$ cat src/design/lrexp_pkg.sv
// ----------------------------------------------------------------------------
// lrexp_pkg
// Shared constants and types of the left-to-right expression evaluator:
// character codes, result status codes and the request to the iterative unit.
// ----------------------------------------------------------------------------
`default_nettype none

package lrexp_pkg;

  localparam int unsigned WORD_BITS_DEF = 32;
  localparam int unsigned VALUE_BITS    = 32;
  localparam int unsigned STATUS_BITS   = 2;

  // character codes
  localparam logic [7:0] CH_TAB   = 8'h09;
  localparam logic [7:0] CH_CR    = 8'h0D;
  localparam logic [7:0] CH_SPACE = 8'h20;
  localparam logic [7:0] CH_STAR  = 8'h2A;
  localparam logic [7:0] CH_PLUS  = 8'h2B;
  localparam logic [7:0] CH_MINUS = 8'h2D;
  localparam logic [7:0] CH_SLASH = 8'h2F;
  localparam logic [7:0] CH_ZERO  = 8'h30;
  localparam logic [7:0] CH_NINE  = 8'h39;

  // result status
  localparam logic [STATUS_BITS-1:0] STAT_OK   = 2'd0;
  localparam logic [STATUS_BITS-1:0] STAT_BAD  = 2'd1;
  localparam logic [STATUS_BITS-1:0] STAT_DIV0 = 2'd2;

  typedef enum logic [0:0] {
    ALU_MUL = 1'b0,
    ALU_DIV = 1'b1
  } alu_op_e;

  typedef struct packed {
    logic    start;
    alu_op_e op;
  } alu_req_t;

endpackage

`default_nettype wire

$ cat src/design/lrexp_if.sv
// ----------------------------------------------------------------------------
// lrexp channel interfaces
// Valid/ready channels for characters in and results out.
// ----------------------------------------------------------------------------
`default_nettype none

interface lrexp_in_if;
  logic       valid;
  logic       ready;
  logic [7:0] char_code;
  logic       end_of_expression;

  modport source (output valid, output char_code, output end_of_expression, input ready);
  modport sink   (input valid, input char_code, input end_of_expression, output ready);
endinterface

interface lrexp_out_if;
  logic               valid;
  logic               ready;
  logic signed [31:0] value;
  logic [1:0]         status;

  modport source (output valid, output value, output status, input ready);
  modport sink   (input valid, input value, input status, output ready);
endinterface

`default_nettype wire

$ cat src/design/left_to_right_expression_evaluator_core.sv
// ----------------------------------------------------------------------------
// left_to_right_expression_evaluator_core
// Evaluates an ASCII expression one character per transfer, left to right,
// with no operator precedence, and returns one value and status per expression.
// ----------------------------------------------------------------------------
//  channel | dir | payload                          | transfer
//  in_i    | in  | char_code[7:0], end_of_expression | valid & ready
//  out_o   | out | value[31:0] signed, status[1:0]   | valid & ready
//
//  A number completed after * (or after / with a nonzero divisor) is passed to
//  the bit-serial multiply/divide unit, and input waits until that unit is done.
//  The last character of an expression leads to the emit state, which loads the result.
//  Reset returns the evaluator to the start of an expression.
//  A result waiting on out_o does not block input; only the next result stalls.
// ----------------------------------------------------------------------------
`default_nettype none

module left_to_right_expression_evaluator_core #(
  parameter int unsigned WORD_BITS = lrexp_pkg::WORD_BITS_DEF
) (
  input  wire logic  clk_i,
  input  wire logic  rst_ni,
  lrexp_in_if.sink   in_i,
  lrexp_out_if.source out_o
);
  import lrexp_pkg::*;

  localparam int unsigned WB = WORD_BITS;

  typedef enum logic [1:0] {
    ST_IDLE,
    ST_EXEC,
    ST_EMIT
  } state_e;

  typedef enum logic [2:0] {
    TOK_NONE,
    TOK_NUM,
    TOK_ADD,
    TOK_SUB,
    TOK_MUL,
    TOK_DIV
  } tok_e;

  state_e                 state_q, state_d;
  logic [WB-1:0]          acc_q, acc_d;
  logic                   digits_q, digits_d;
  tok_e                   tok_q, tok_d;
  logic [WB-1:0]          run_q, run_d;
  logic                   bad_q, bad_d;
  logic                   divz_q, divz_d;
  logic                   pend_end_q, pend_end_d;
  logic                   out_valid_q, out_valid_d;
  logic [VALUE_BITS-1:0]  out_value_q, out_value_d;
  logic [STATUS_BITS-1:0] out_status_q, out_status_d;

  alu_req_t               alu_req;
  logic                   alu_done;
  logic [WB-1:0]          alu_res;

  logic                   in_xfer;
  logic [7:0]             c;
  logic                   is_digit, is_space, is_op, active;
  logic [WB-1:0]          acc_x10, acc_eff;
  logic                   dig_eff, bad_eff, cmpl;
  tok_e                   op_tok;
  logic [VALUE_BITS+WB-1:0] run_ext;

  lrexp_alu #(
    .WORD_BITS (WORD_BITS)
  ) u_alu (
    .clk_i    (clk_i),
    .rst_ni   (rst_ni),
    .req_i    (alu_req),
    .a_i      (run_q),
    .b_i      (acc_eff),
    .done_o   (alu_done),
    .result_o (alu_res)
  );

  assign in_i.ready   = (state_q == ST_IDLE);
  assign in_xfer      = in_i.valid && in_i.ready;
  assign out_o.valid  = out_valid_q;
  assign out_o.value  = out_value_q;
  assign out_o.status = out_status_q;

  assign c        = in_i.char_code;
  assign is_digit = (c >= CH_ZERO) && (c <= CH_NINE);
  assign is_space = ((c >= CH_TAB) && (c <= CH_CR)) || (c == CH_SPACE);
  assign is_op    = (c == CH_PLUS) || (c == CH_MINUS) || (c == CH_STAR) || (c == CH_SLASH);
  assign active   = !bad_q;

  always_comb begin
    case (c)
      CH_PLUS:  op_tok = TOK_ADD;
      CH_MINUS: op_tok = TOK_SUB;
      CH_STAR:  op_tok = TOK_MUL;
      default:  op_tok = TOK_DIV;
    endcase
  end

  // accumulator times ten plus the new digit, wrapping at the word width
  assign acc_x10 = {acc_q[WB-4:0], 3'b000} + {acc_q[WB-2:0], 1'b0};
  assign acc_eff = (active && is_digit) ? (acc_x10 + WB'(c[3:0])) : acc_q;
  assign dig_eff = digits_q || (active && is_digit);
  assign bad_eff = bad_q || (active && !is_digit && !is_space && !is_op);
  assign cmpl    = !bad_eff && dig_eff && (is_space || is_op || in_i.end_of_expression);
  assign run_ext = {{VALUE_BITS{1'b0}}, run_q};

  always_comb begin
    state_d      = state_q;
    acc_d        = acc_q;
    digits_d     = digits_q;
    tok_d        = tok_q;
    run_d        = run_q;
    bad_d        = bad_q;
    divz_d       = divz_q;
    pend_end_d   = pend_end_q;
    out_valid_d  = out_valid_q;
    out_value_d  = out_value_q;
    out_status_d = out_status_q;
    alu_req      = '{start: 1'b0, op: ALU_MUL};

    if (out_o.valid && out_o.ready) begin
      out_valid_d = 1'b0;
    end

    unique case (state_q)
      ST_IDLE: begin
        if (in_xfer) begin
          acc_d    = acc_eff;
          digits_d = dig_eff;
          bad_d    = bad_eff;
          if (cmpl) begin
            acc_d    = '0;
            digits_d = 1'b0;
            tok_d    = TOK_NUM;
            if (!divz_q) begin
              case (tok_q)
                TOK_NONE: run_d = acc_eff;
                TOK_ADD:  run_d = run_q + acc_eff;
                TOK_SUB:  run_d = run_q - acc_eff;
                TOK_MUL:  alu_req = '{start: 1'b1, op: ALU_MUL};
                TOK_DIV: begin
                  if (acc_eff == '0) begin
                    divz_d = 1'b1;
                  end else begin
                    alu_req = '{start: 1'b1, op: ALU_DIV};
                  end
                end
                default: ;
              endcase
            end
          end
          if (active && is_op) begin
            tok_d = op_tok;
          end
          pend_end_d = in_i.end_of_expression;
          if (alu_req.start) begin
            state_d = ST_EXEC;
          end else if (in_i.end_of_expression) begin
            state_d = ST_EMIT;
          end
        end
      end
      ST_EXEC: begin
        if (alu_done) begin
          run_d   = alu_res;
          state_d = pend_end_q ? ST_EMIT : ST_IDLE;
        end
      end
      ST_EMIT: begin
        // hold until the output register is free
        if (!out_valid_q || out_o.ready) begin
          out_valid_d = 1'b1;
          if (bad_q) begin
            out_status_d = STAT_BAD;
            out_value_d  = '0;
          end else if (divz_q) begin
            out_status_d = STAT_DIV0;
            out_value_d  = '0;
          end else begin
            out_status_d = STAT_OK;
            out_value_d  = run_ext[VALUE_BITS-1:0];
          end
          acc_d      = '0;
          digits_d   = 1'b0;
          tok_d      = TOK_NONE;
          run_d      = '0;
          bad_d      = 1'b0;
          divz_d     = 1'b0;
          pend_end_d = 1'b0;
          state_d    = ST_IDLE;
        end
      end
      default: state_d = ST_IDLE;
    endcase
  end

  always_ff @(posedge clk_i or negedge rst_ni) begin
    if (!rst_ni) begin
      state_q      <= ST_IDLE;
      acc_q        <= '0;
      digits_q     <= 1'b0;
      tok_q        <= TOK_NONE;
      run_q        <= '0;
      bad_q        <= 1'b0;
      divz_q       <= 1'b0;
      pend_end_q   <= 1'b0;
      out_valid_q  <= 1'b0;
      out_value_q  <= '0;
      out_status_q <= STAT_OK;
    end else begin
      state_q      <= state_d;
      acc_q        <= acc_d;
      digits_q     <= digits_d;
      tok_q        <= tok_d;
      run_q        <= run_d;
      bad_q        <= bad_d;
      divz_q       <= divz_d;
      pend_end_q   <= pend_end_d;
      out_valid_q  <= out_valid_d;
      out_value_q  <= out_value_d;
      out_status_q <= out_status_d;
    end
  end

  a_emit_from_emit_state : assert property (@(posedge clk_i) disable iff (!rst_ni)
    $rose(out_o.valid) |-> $past(state_q == ST_EMIT))
    else $error("result raised outside the emit state");

  a_alu_done_in_exec : assert property (@(posedge clk_i) disable iff (!rst_ni)
    alu_done |-> (state_q == ST_EXEC))
    else $error("multiply/divide finished while not waiting for it");

  a_end_leaves_idle : assert property (@(posedge clk_i) disable iff (!rst_ni)
    (in_xfer && in_i.end_of_expression) |=> (state_q != ST_IDLE))
    else $error("last character did not lead to a result");

  a_status_legal : assert property (@(posedge clk_i) disable iff (!rst_ni)
    out_o.valid |-> (out_o.status == STAT_OK || out_o.status == STAT_BAD ||
                     out_o.status == STAT_DIV0))
    else $error("illegal result status");

endmodule

`default_nettype wire

$ cat src/design/lrexp_alu.sv
// ----------------------------------------------------------------------------
// lrexp_alu
// Iterative multiply / signed divide sharing one add-subtract unit.
// One bit per cycle: shift-add multiply, restoring divide on magnitudes.
// ----------------------------------------------------------------------------
`default_nettype none

module lrexp_alu #(
  parameter int unsigned WORD_BITS = lrexp_pkg::WORD_BITS_DEF
) (
  input  wire logic                 clk_i,
  input  wire logic                 rst_ni,
  input  wire lrexp_pkg::alu_req_t  req_i,
  input  wire logic [WORD_BITS-1:0] a_i,
  input  wire logic [WORD_BITS-1:0] b_i,
  output logic                      done_o,
  output logic [WORD_BITS-1:0]      result_o
);
  import lrexp_pkg::*;

  localparam int unsigned WB    = WORD_BITS;
  localparam int unsigned CNT_W = $clog2(WB + 1);

  typedef enum logic [1:0] {
    U_IDLE,
    U_RUN,
    U_FIN
  } ustate_e;

  function automatic logic [WB-1:0] negate(input logic [WB-1:0] v);
    negate = ~v + WB'(1);
  endfunction

  ustate_e          state_q, state_d;
  alu_op_e          op_q, op_d;
  logic [WB-1:0]    x_q, x_d;   // product accumulator / remainder
  logic [WB-1:0]    y_q, y_d;   // shifted multiplicand / dividend-quotient
  logic [WB-1:0]    z_q, z_d;   // multiplier / divisor magnitude
  logic             neg_q, neg_d;
  logic [CNT_W-1:0] cnt_q, cnt_d;
  logic             done_q, done_d;
  logic [WB-1:0]    res_q, res_d;

  logic [WB+1:0]    add_x, add_y, sum;
  logic             sub;

  // the one shared adder
  always_comb begin
    if (op_q == ALU_DIV) begin
      sub   = 1'b1;
      add_x = {1'b0, x_q, y_q[WB-1]};
      add_y = {2'b00, z_q};
    end else begin
      sub   = 1'b0;
      add_x = {2'b00, x_q};
      add_y = {2'b00, y_q};
    end
    sum = sub ? (add_x - add_y) : (add_x + add_y);
  end

  always_comb begin
    state_d = state_q;
    op_d    = op_q;
    x_d     = x_q;
    y_d     = y_q;
    z_d     = z_q;
    neg_d   = neg_q;
    cnt_d   = cnt_q;
    done_d  = 1'b0;
    res_d   = res_q;
    unique case (state_q)
      U_IDLE: begin
        if (req_i.start) begin
          op_d    = req_i.op;
          x_d     = '0;
          cnt_d   = '0;
          state_d = U_RUN;
          if (req_i.op == ALU_DIV) begin
            y_d   = a_i[WB-1] ? negate(a_i) : a_i;
            z_d   = b_i[WB-1] ? negate(b_i) : b_i;
            neg_d = a_i[WB-1] ^ b_i[WB-1];
          end else begin
            y_d   = a_i;
            z_d   = b_i;
            neg_d = 1'b0;
          end
        end
      end
      U_RUN: begin
        if (op_q == ALU_DIV) begin
          if (!sum[WB+1]) begin
            x_d = sum[WB-1:0];
            y_d = {y_q[WB-2:0], 1'b1};
          end else begin
            x_d = add_x[WB-1:0];
            y_d = {y_q[WB-2:0], 1'b0};
          end
        end else begin
          if (z_q[0]) begin
            x_d = sum[WB-1:0];
          end
          y_d = {y_q[WB-2:0], 1'b0};
          z_d = {1'b0, z_q[WB-1:1]};
        end
        cnt_d = cnt_q + CNT_W'(1);
        if (cnt_q == CNT_W'(WB - 1)) begin
          state_d = U_FIN;
        end
      end
      U_FIN: begin
        if (op_q == ALU_DIV) begin
          res_d = neg_q ? negate(y_q) : y_q;
        end else begin
          res_d = x_q;
        end
        done_d  = 1'b1;
        state_d = U_IDLE;
      end
      default: state_d = U_IDLE;
    endcase
  end

  always_ff @(posedge clk_i or negedge rst_ni) begin
    if (!rst_ni) begin
      state_q <= U_IDLE;
      op_q    <= ALU_MUL;
      x_q     <= '0;
      y_q     <= '0;
      z_q     <= '0;
      neg_q   <= 1'b0;
      cnt_q   <= '0;
      done_q  <= 1'b0;
      res_q   <= '0;
    end else begin
      state_q <= state_d;
      op_q    <= op_d;
      x_q     <= x_d;
      y_q     <= y_d;
      z_q     <= z_d;
      neg_q   <= neg_d;
      cnt_q   <= cnt_d;
      done_q  <= done_d;
      res_q   <= res_d;
    end
  end

  assign done_o   = done_q;
  assign result_o = res_q;

endmodule

`default_nettype wire
$ cat src/flat_wrapper.sv
// flat-port wrapper written by rule: the top's interface ports become plain ports
module left_to_right_expression_evaluator_core_flat import lrexp_pkg::*;
#(
  parameter int unsigned WORD_BITS = lrexp_pkg::WORD_BITS_DEF
)
  (clk_i, rst_ni, in_i_valid, in_i_char_code, in_i_end_of_expression, in_i_ready, out_o_valid, out_o_value, out_o_status, out_o_ready);
  lrexp_in_if in_i_i ();
  lrexp_out_if out_o_i ();
  input  wire logic clk_i;
  input  wire logic rst_ni;
  input wire logic [$bits(in_i_i.valid)-1:0] in_i_valid;
  input wire logic [$bits(in_i_i.char_code)-1:0] in_i_char_code;
  input wire logic [$bits(in_i_i.end_of_expression)-1:0] in_i_end_of_expression;
  output wire logic [$bits(in_i_i.ready)-1:0] in_i_ready;
  output wire logic [$bits(out_o_i.valid)-1:0] out_o_valid;
  output wire logic [$bits(out_o_i.value)-1:0] out_o_value;
  output wire logic [$bits(out_o_i.status)-1:0] out_o_status;
  input wire logic [$bits(out_o_i.ready)-1:0] out_o_ready;
  assign in_i_i.valid = in_i_valid;
  assign in_i_i.char_code = in_i_char_code;
  assign in_i_i.end_of_expression = in_i_end_of_expression;
  assign in_i_ready = in_i_i.ready;
  assign out_o_valid = out_o_i.valid;
  assign out_o_value = out_o_i.value;
  assign out_o_status = out_o_i.status;
  assign out_o_i.ready = out_o_ready;
  left_to_right_expression_evaluator_core #(.WORD_BITS(WORD_BITS)) u_core (.clk_i(clk_i), .rst_ni(rst_ni), .in_i(in_i_i), .out_o(out_o_i));
endmodule
$ cat config.mk
export PLATFORM = sky130hd
export DESIGN_NAME = left_to_right_expression_evaluator_core_flat
export DESIGN_NICKNAME = d
export VERILOG_FILES = /design/src/design/lrexp_pkg.sv /design/src/design/lrexp_if.sv /design/src/design/left_to_right_expression_evaluator_core.sv /design/src/design/lrexp_alu.sv /design/src/flat_wrapper.sv
export SDC_FILE = /design/constraint.sdc
export NUM_CORES = 1
export LEC_CHECK = 0
export BUFFER_PORTS_ARGS = -buffer_cell sky130_fd_sc_hd__buf_2
export CAP_MARGIN = 20
export CORE_UTILIZATION = 55
export DETAILED_ROUTE_END_ITERATION = 8
export PLACE_DENSITY = 0.76
export SYNTH_ARGS = -nofsm -noshare
export SYNTH_HDL_FRONTEND = slang
export SYNTH_SLANG_ARGS = --single-unit
export TNS_END_PERCENT = 50
$ cat constraint.sdc
create_clock -name clk_i -period 8.65 [get_ports clk_i]
set_input_delay 0.865 -clock clk_i [delete_from_list [all_inputs] [get_ports clk_i]]
set_output_delay 0.865 -clock clk_i [all_outputs]
set_load 0.05 [all_outputs]
# --- Word-level counts from Yosys, hierarchy flattened ---
# Cells that the tools add are included.
op_classes:
  add_sub_neg: 10
  multipliers: 0
  div_mod_pow: 0
  order_cmp: 4
  eq_ne: 26
  shift: 0
  n_mux: 82
  bitwise: 4
  n_reduce_logical: 44
op_table:
  columns: ["op", "n"]
  rows:
  - ["$mux 32", 24]
  - ["$pmux 32 s2", 4]
  - ["$pmux 32 s3", 2]
  - ["$add 32x1->32 const B", 3]
  - ["$not 32->32", 3]
  - ["$add 32x32->32", 2]
  - ["$eq 8x6->1 const B", 5]
  - ["$add 34x34->34", 1]
  - ["$mux 2", 17]
  - ["$mux 34", 1]
  - ["$sub 34x34->34", 1]
  - ["$mux 33", 1]
  - ["$add 32x4->32", 1]
  - ["$logic_not 32->1", 1]
  - ["$sub 32x32->32", 1]
  - ["$mux 1", 18]
  - ["$mux 3", 4]
  - ["$ne 2x2->1 const B", 6]
  - ["$pmux 6 s2", 1]
  - ["$reduce_and 4->1", 3]
  - ["$logic_and 1x1->1", 11]
  - ["$logic_or 1x1->1", 9]
  - ["$ne 3x3->1 const B", 3]
  - ["$pmux 3 s3", 1]
  - ["26 further kinds", 47]
totals:
  ff_bits: 247
  latchBits: 0
  ramBits: 0
  romBits: 0
  wordCells: 190
  memories: 0

# --- Depth between registers and ports, before layout ---
logic_depth:
  ltp_word: 18
  ltp_mapped: 29
  depth_no_buf: 26

# --- Hierarchy ---
# A second synthesis with hierarchy kept.
unflattened:
  hier_cells: 2664
  area_unflattened_um2: 21261.6
by_module_without_submodules:
  columns: ["mod", "n_inst", "cells_per_inst", "area_per_inst_um2"]
  rows:
  - ["lrexp_alu", 1, 1414, 11364.6]
  - ["left_to_right_expression_evaluator_core", 1, 1250, 9897.0]

# --- Worst setup path before layout ---
# Ideal clock, no wire load.
synth_path:
  path_type: "input-to-reg"
  start: "input port in_i_char_code[1]"
  end: "register u_core.run_q[31]"
  setup_time_ns: 0.126
  arrival_ns: 7.021
  required_ns: 8.524
  path_slack_ns: 1.503
  path_stages: 27
  path_cell_list: "buf_2 -> o21a_1 -> nor3_2 -> buf_2 -> buf_4 -> buf_2 -> buf_2 -> buf_1 -> mux2i_1 -> ha_1 -> o2111ai_1 -> nand2_1 -> o211ai_1 -> or4_4 -> or4b_1 -> o21ai_0 -> xor2_1 -> ha_1 -> nand2_1 -> a21oi_1 -> o21ai_0 -> o31ai_1 -> mux2i_1 -> a2111o_1 -> mux2i_1 -> o221ai_1 -> a221o_1"
synth_via:
  elab_chain_len: 12
synth_rtl:
  columns: ["item", "line_no", "source"]
  rows:
  - ["from (decl)", "flat_wrapper.sv:12", "input wire logic [$bits(in_i_i.char_code)-1:0] in_i_char_code;"]
  - ["parallel branches: the longest is 12 deep, another holds $add 32x4->32", null, null]
  - ["to (signal assigned)", "left_to_right_expression_evaluator_core.sv:218", "run_q <= run_d;"]
  - ["to (decl)", "left_to_right_expression_evaluator_core.sv:49", "logic [WB-1:0] run_q, run_d;"]
# Several ways; the timed one is not identified. The select of a mux whose other input is x is not followed.
# A chain may end at the register's enable or synchronous reset.

# --- Worst setup path in the final report ---
layout_path:
  start: "input port in_i_char_code[3]"
  end: "register u_core.run_q[31]"
# The elaborated chain is that of the path after synthesis.

==> impl_metrics.json <==
{
  "power_frac_comb_pct": 37.5,
  "setup_viol": 0,
  "die_width_um": 202,
  "relSlewSlack_pct": 17.9,
  "post_drt_wl_per_cell_um": 21.3,
  "finalCritPeriodShare_pct": 83.0,
  "hold_class": "in2async",
  "ff2ff_path_depth": 25,
  "clock_path_buffers": 3,
  "status": "finished clean",
  "viasPerCell": 6.52,
  "pwr_density_cell_nw_per_um2": 180,
  "worst_slew_pin_slew_ps": 1220,
  "endpoint_kind": "flop",
  "initial_utilization_pct": 56.3,
  "diodes": 0,
  "groute.usage.overall_pct": 33.5,
  "p_int_uw": 2550,
  "cts_setup_buffers": 0,
  "clockRootBuffer": "clkbuf_16",
  "ir_drop_uv": 164,
  "avgSynthCellArea_sq_um": 7.99,
  "syn_inst": 2740,
  "syn_nets": 2888,
  "fin_ws_ps": 1470,
  "power_frac_seq_pct": 31.6,
  "grt_max_degree": 163,
  "h-tree-depth": 1,
  "synth-seq-cells": 247,
  "yosysSeqAreaShare_pct": 28.2,
  "critPathMaxFanout": 8,
  "synth-edff-count": 0,
  "power.leakage_uw": 0.0103,
  "clkSinkCount": 247,
  "dp_hpwl_um": 50500,
  "synthToLayoutAreaGrowth_pct": 7.15,
  "drtIter0Drc": 2020,
  "worstSetupStartpointType": "primary input",
  "regToRegEndpoint": "u_core.run_q[31]$_DFFE_PN0P_",
  "pre_cts_slack_ps": 925,
  "async_flop_share_pct": 100,
  "drive_gt1_share_pct": 8.81,
  "ys.flop_type": "dfrtp_1",
  "multi_input_area_sq_um": 14800,
  "critPathArrivalTime_ps": 7680,
  "fmax_mhz": 139,
  "crit_required_ps": 9150,
  "vias": 20900,
  "syn_area_sq_um": 21900,
  "hold_viol": 0,
  "drc": 0,
  "ios": 49,
  "cts_tree": "built",
  "grt_overflow": 0,
  "layout_min_cycle_time_ps": 7180,
  "clk_pin_slew_ps": 70,
  "synth_cell_type_count": 89,
  "synth_warnings": 0,
  "p_sw_share_pct": 39.8,
  "antenna_left": 0,
  "seqCellArea_sq_um": 6180,
  "maxCapViolCount": 0,
  "rsz0062_at_grt": "false",
  "p_sw_uw": 1680,
  "critPathKind": "in2reg",
  "nNetsFinal": 2816,
  "row_count": 72,
  "portBuffers": 48,
  "crit-reg2reg-launch": "u_core.acc_q[2]$_DFFE_PN0P_",
  "die_area_sq_um": 40600,
  "startpoint": "in_i_char_code[3]",
  "drv_slew": 0,
  "clk_latency_ps": 610,
  "skew_ps": 34.7,
  "die_height_um": 202,
  "grt_pass1_vias": 19500,
  "gp_congestion": 0.975,
  "drt_pre_antenna_iters": 5,
  "worst_hold_slack_ps": 238,
  "grt_pass1_wl_um": 109000,
  "cts_resized": 0,
  "fillCellCount": 3473,
  "p_clk_share_pct": 30.9,
  "cts_buffers": 30,
  "routed_wirelength_um": 68500,
  "r2r_setup_slack_ps": 1480,
  "antenna_found_initial": 0,
  "cts_hold_buf": 0,
  "tns_ps": 0,
  "core_area_sq_um": 38900
}
==> through the flow <==
stage / util [%] / std cells / total power, uW / instance area [sq um]
3_3_place_gp: 57.5 / 3151 / 2860 / 22400
6_report: 60.3 / 3208 / 4230 / 23500
2_1_floorplan: - / 2740 / 2500 / 21900
3_5_place_dp: 57.5 / 3151 / 2890 / 22400
4_1_cts: 60.1 / 3205 / 4200 / 23400
5_1_grt: 60.3 / 3208 / 4450 / 23500
==> synthesized netlist by cell type, drive strengths merged (5+ instances only) <==
cell / instances / area [sq um]
a2111oi: 5 / 62.6
a211o: 7 / 61.3
xor2: 121 / 1060
xnor2: 86 / 753
nand2: 374 / 1400
or4: 13 / 101
buf: 42 / 210
clkbuf: 148 / 556
nor4b: 6 / 67.6
o2111ai: 42 / 368
o211ai: 53 / 398
o211a: 5 / 50.1
a21boi: 7 / 52.6
o31a: 10 / 87.6
and4: 8 / 70.1
a41oi: 5 / 43.8
nor2: 213 / 800
nand3: 86 / 435
o31ai: 30 / 230
a21oi: 196 / 981
o21bai: 11 / 82.6
inv: 57 / 214
and3: 14 / 87.6
and2: 18 / 113
or3: 35 / 219
nand2b: 36 / 225
a2bb2oi: 5 / 43.8
dfrtp: 247 / 6180
ha: 131 / 1640
o21ai: 252 / 1270
mux2: 62 / 796
or2: 7 / 43.8
nor4: 16 / 100
a21o: 45 / 338
a22o: 18 / 158
o2bb2ai: 22 / 193
o21a: 18 / 135
a31oi: 20 / 125
nor3b: 10 / 75.1
mux2i: 46 / 460
a211oi: 38 / 298
nand4: 23 / 144
nor3: 59 / 305
nor2b: 18 / 113
==> metal layers <==
layer | vias up | part of all wire, % | track usage, % | wire length, um
met4 | 0 | 3.5 | 11.0 | 2370
met5 | - | 0 | 0 | 0
met3 | 130 | 7.2 | 4.15 | 4900
li1 | 9862 | - | - | -
met1 | 10100 | 44 | 47.8 | 30400
met2 | 841 | 45 | 52.5 | 30800
==> area by class of cell <==
| cell class | instances | area share, % |
|---|---|---|
| clock buffers | 36 | 3.42 |
| clock inverters | 18 | 0.885 |
| multi-input cells | 2246 | 63.1 |
| inverters | 57 | 0.912 |
| flip-flops and latches | 247 | 26.4 |
| well taps | 518 | 2.76 |
| repair buffers | 86 | 2.59 |
==> power groups by stage <==
| stage | logic [uW] | clock network (uW) | registers, uW |
|---|---|---|---|
| CTS | 1550 | 1320 | 1330 |
| detailed placement | 1540 | 0 | 1350 |
| global placement | 1510 | 0 | 1350 |
| global route | 1740 | 1370 | 1340 |
| floorplan | 1140 | 0 | 1360 |
| finish | 1590 | 1310 | 1330 |
==> placed cells by master (no fill, tap or decap), drive strengths merged, types with 42 or more instances in the layout <==
master,count
o2111ai,42
nor3,59
nor2,213
nand2,374
a21o,45
mux2,62
ha,131
o21ai,252
buf,86
inv,57
xor2,121
mux2i,46
a21oi,196
dfrtp,247
o211ai,53
xnor2,86
nand3,86
==> flip-flops by register name (all words and copies together), names as in the netlist, 2 cells and up <==
signal	cells
u_core.u_alu.state_q	2
u_core.out_o.value	32
u_core.state_q	2
u_core.u_alu.cnt_q	6
u_core.u_alu.y_q	32
u_core.u_alu.result_o	32
u_core.run_q	32
u_core.u_alu.z_q	32
u_core.tok_q	3
u_core.acc_q	32
u_core.out_o.status	2
u_core.u_alu.x_q	32
==> worst max path at each step <==
stage,to,cells after the start
global placement,u_core.run_q[31]$_DFFE_PN0P_,24
detailed placement,u_core.run_q[31]$_DFFE_PN0P_,26
global route,u_core.run_q[31]$_DFFE_PN0P_,25
finish,u_core.run_q[31]$_DFFE_PN0P_,26
floorplan,u_core.run_q[31]$_DFFE_PN0P_,27
CTS,u_core.run_q[31]$_DFFE_PN0P_,25
==> cell families (layout without fill, tap and decap cells) <==
group | after synthesis | after routing | share of synthesized area (%)
AO/OA/AOI/OAI | 847 | 847 | 25.2
multiplexers | 108 | 108 | 5.74
AND/OR/NAND/NOR | 949 | 949 | 20.2
XOR/XNOR | 207 | 207 | 8.28
buffers and inverters | 247 | 197 | 4.47
flip-flops | 247 | 247 | 28.2
adder cells (fa/ha/maj) | 135 | 135 | 7.85
==> critical path: stages <==
cell and delay [ps]:
buf_2 150, inv_1 80, fa_1 590, inv_1 60, ha_1 290, a211o_1 340, a2111oi_4 420, o21ai_1 150
and4b_1 210, or3_1 450, nor4_1 790, nand2_1 230, nand2_1 150, xor2_1 90, ha_1 410, o21ai_0 120
nand2b_1 110, nand3_1 80, a21oi_1 130, o21ai_0 130, o31ai_1 530, mux2i_1 170, a2111o_1 460, mux2i_1 180
o221ai_1 140, a221o_1 330
(Power assumes the default switching activity.)
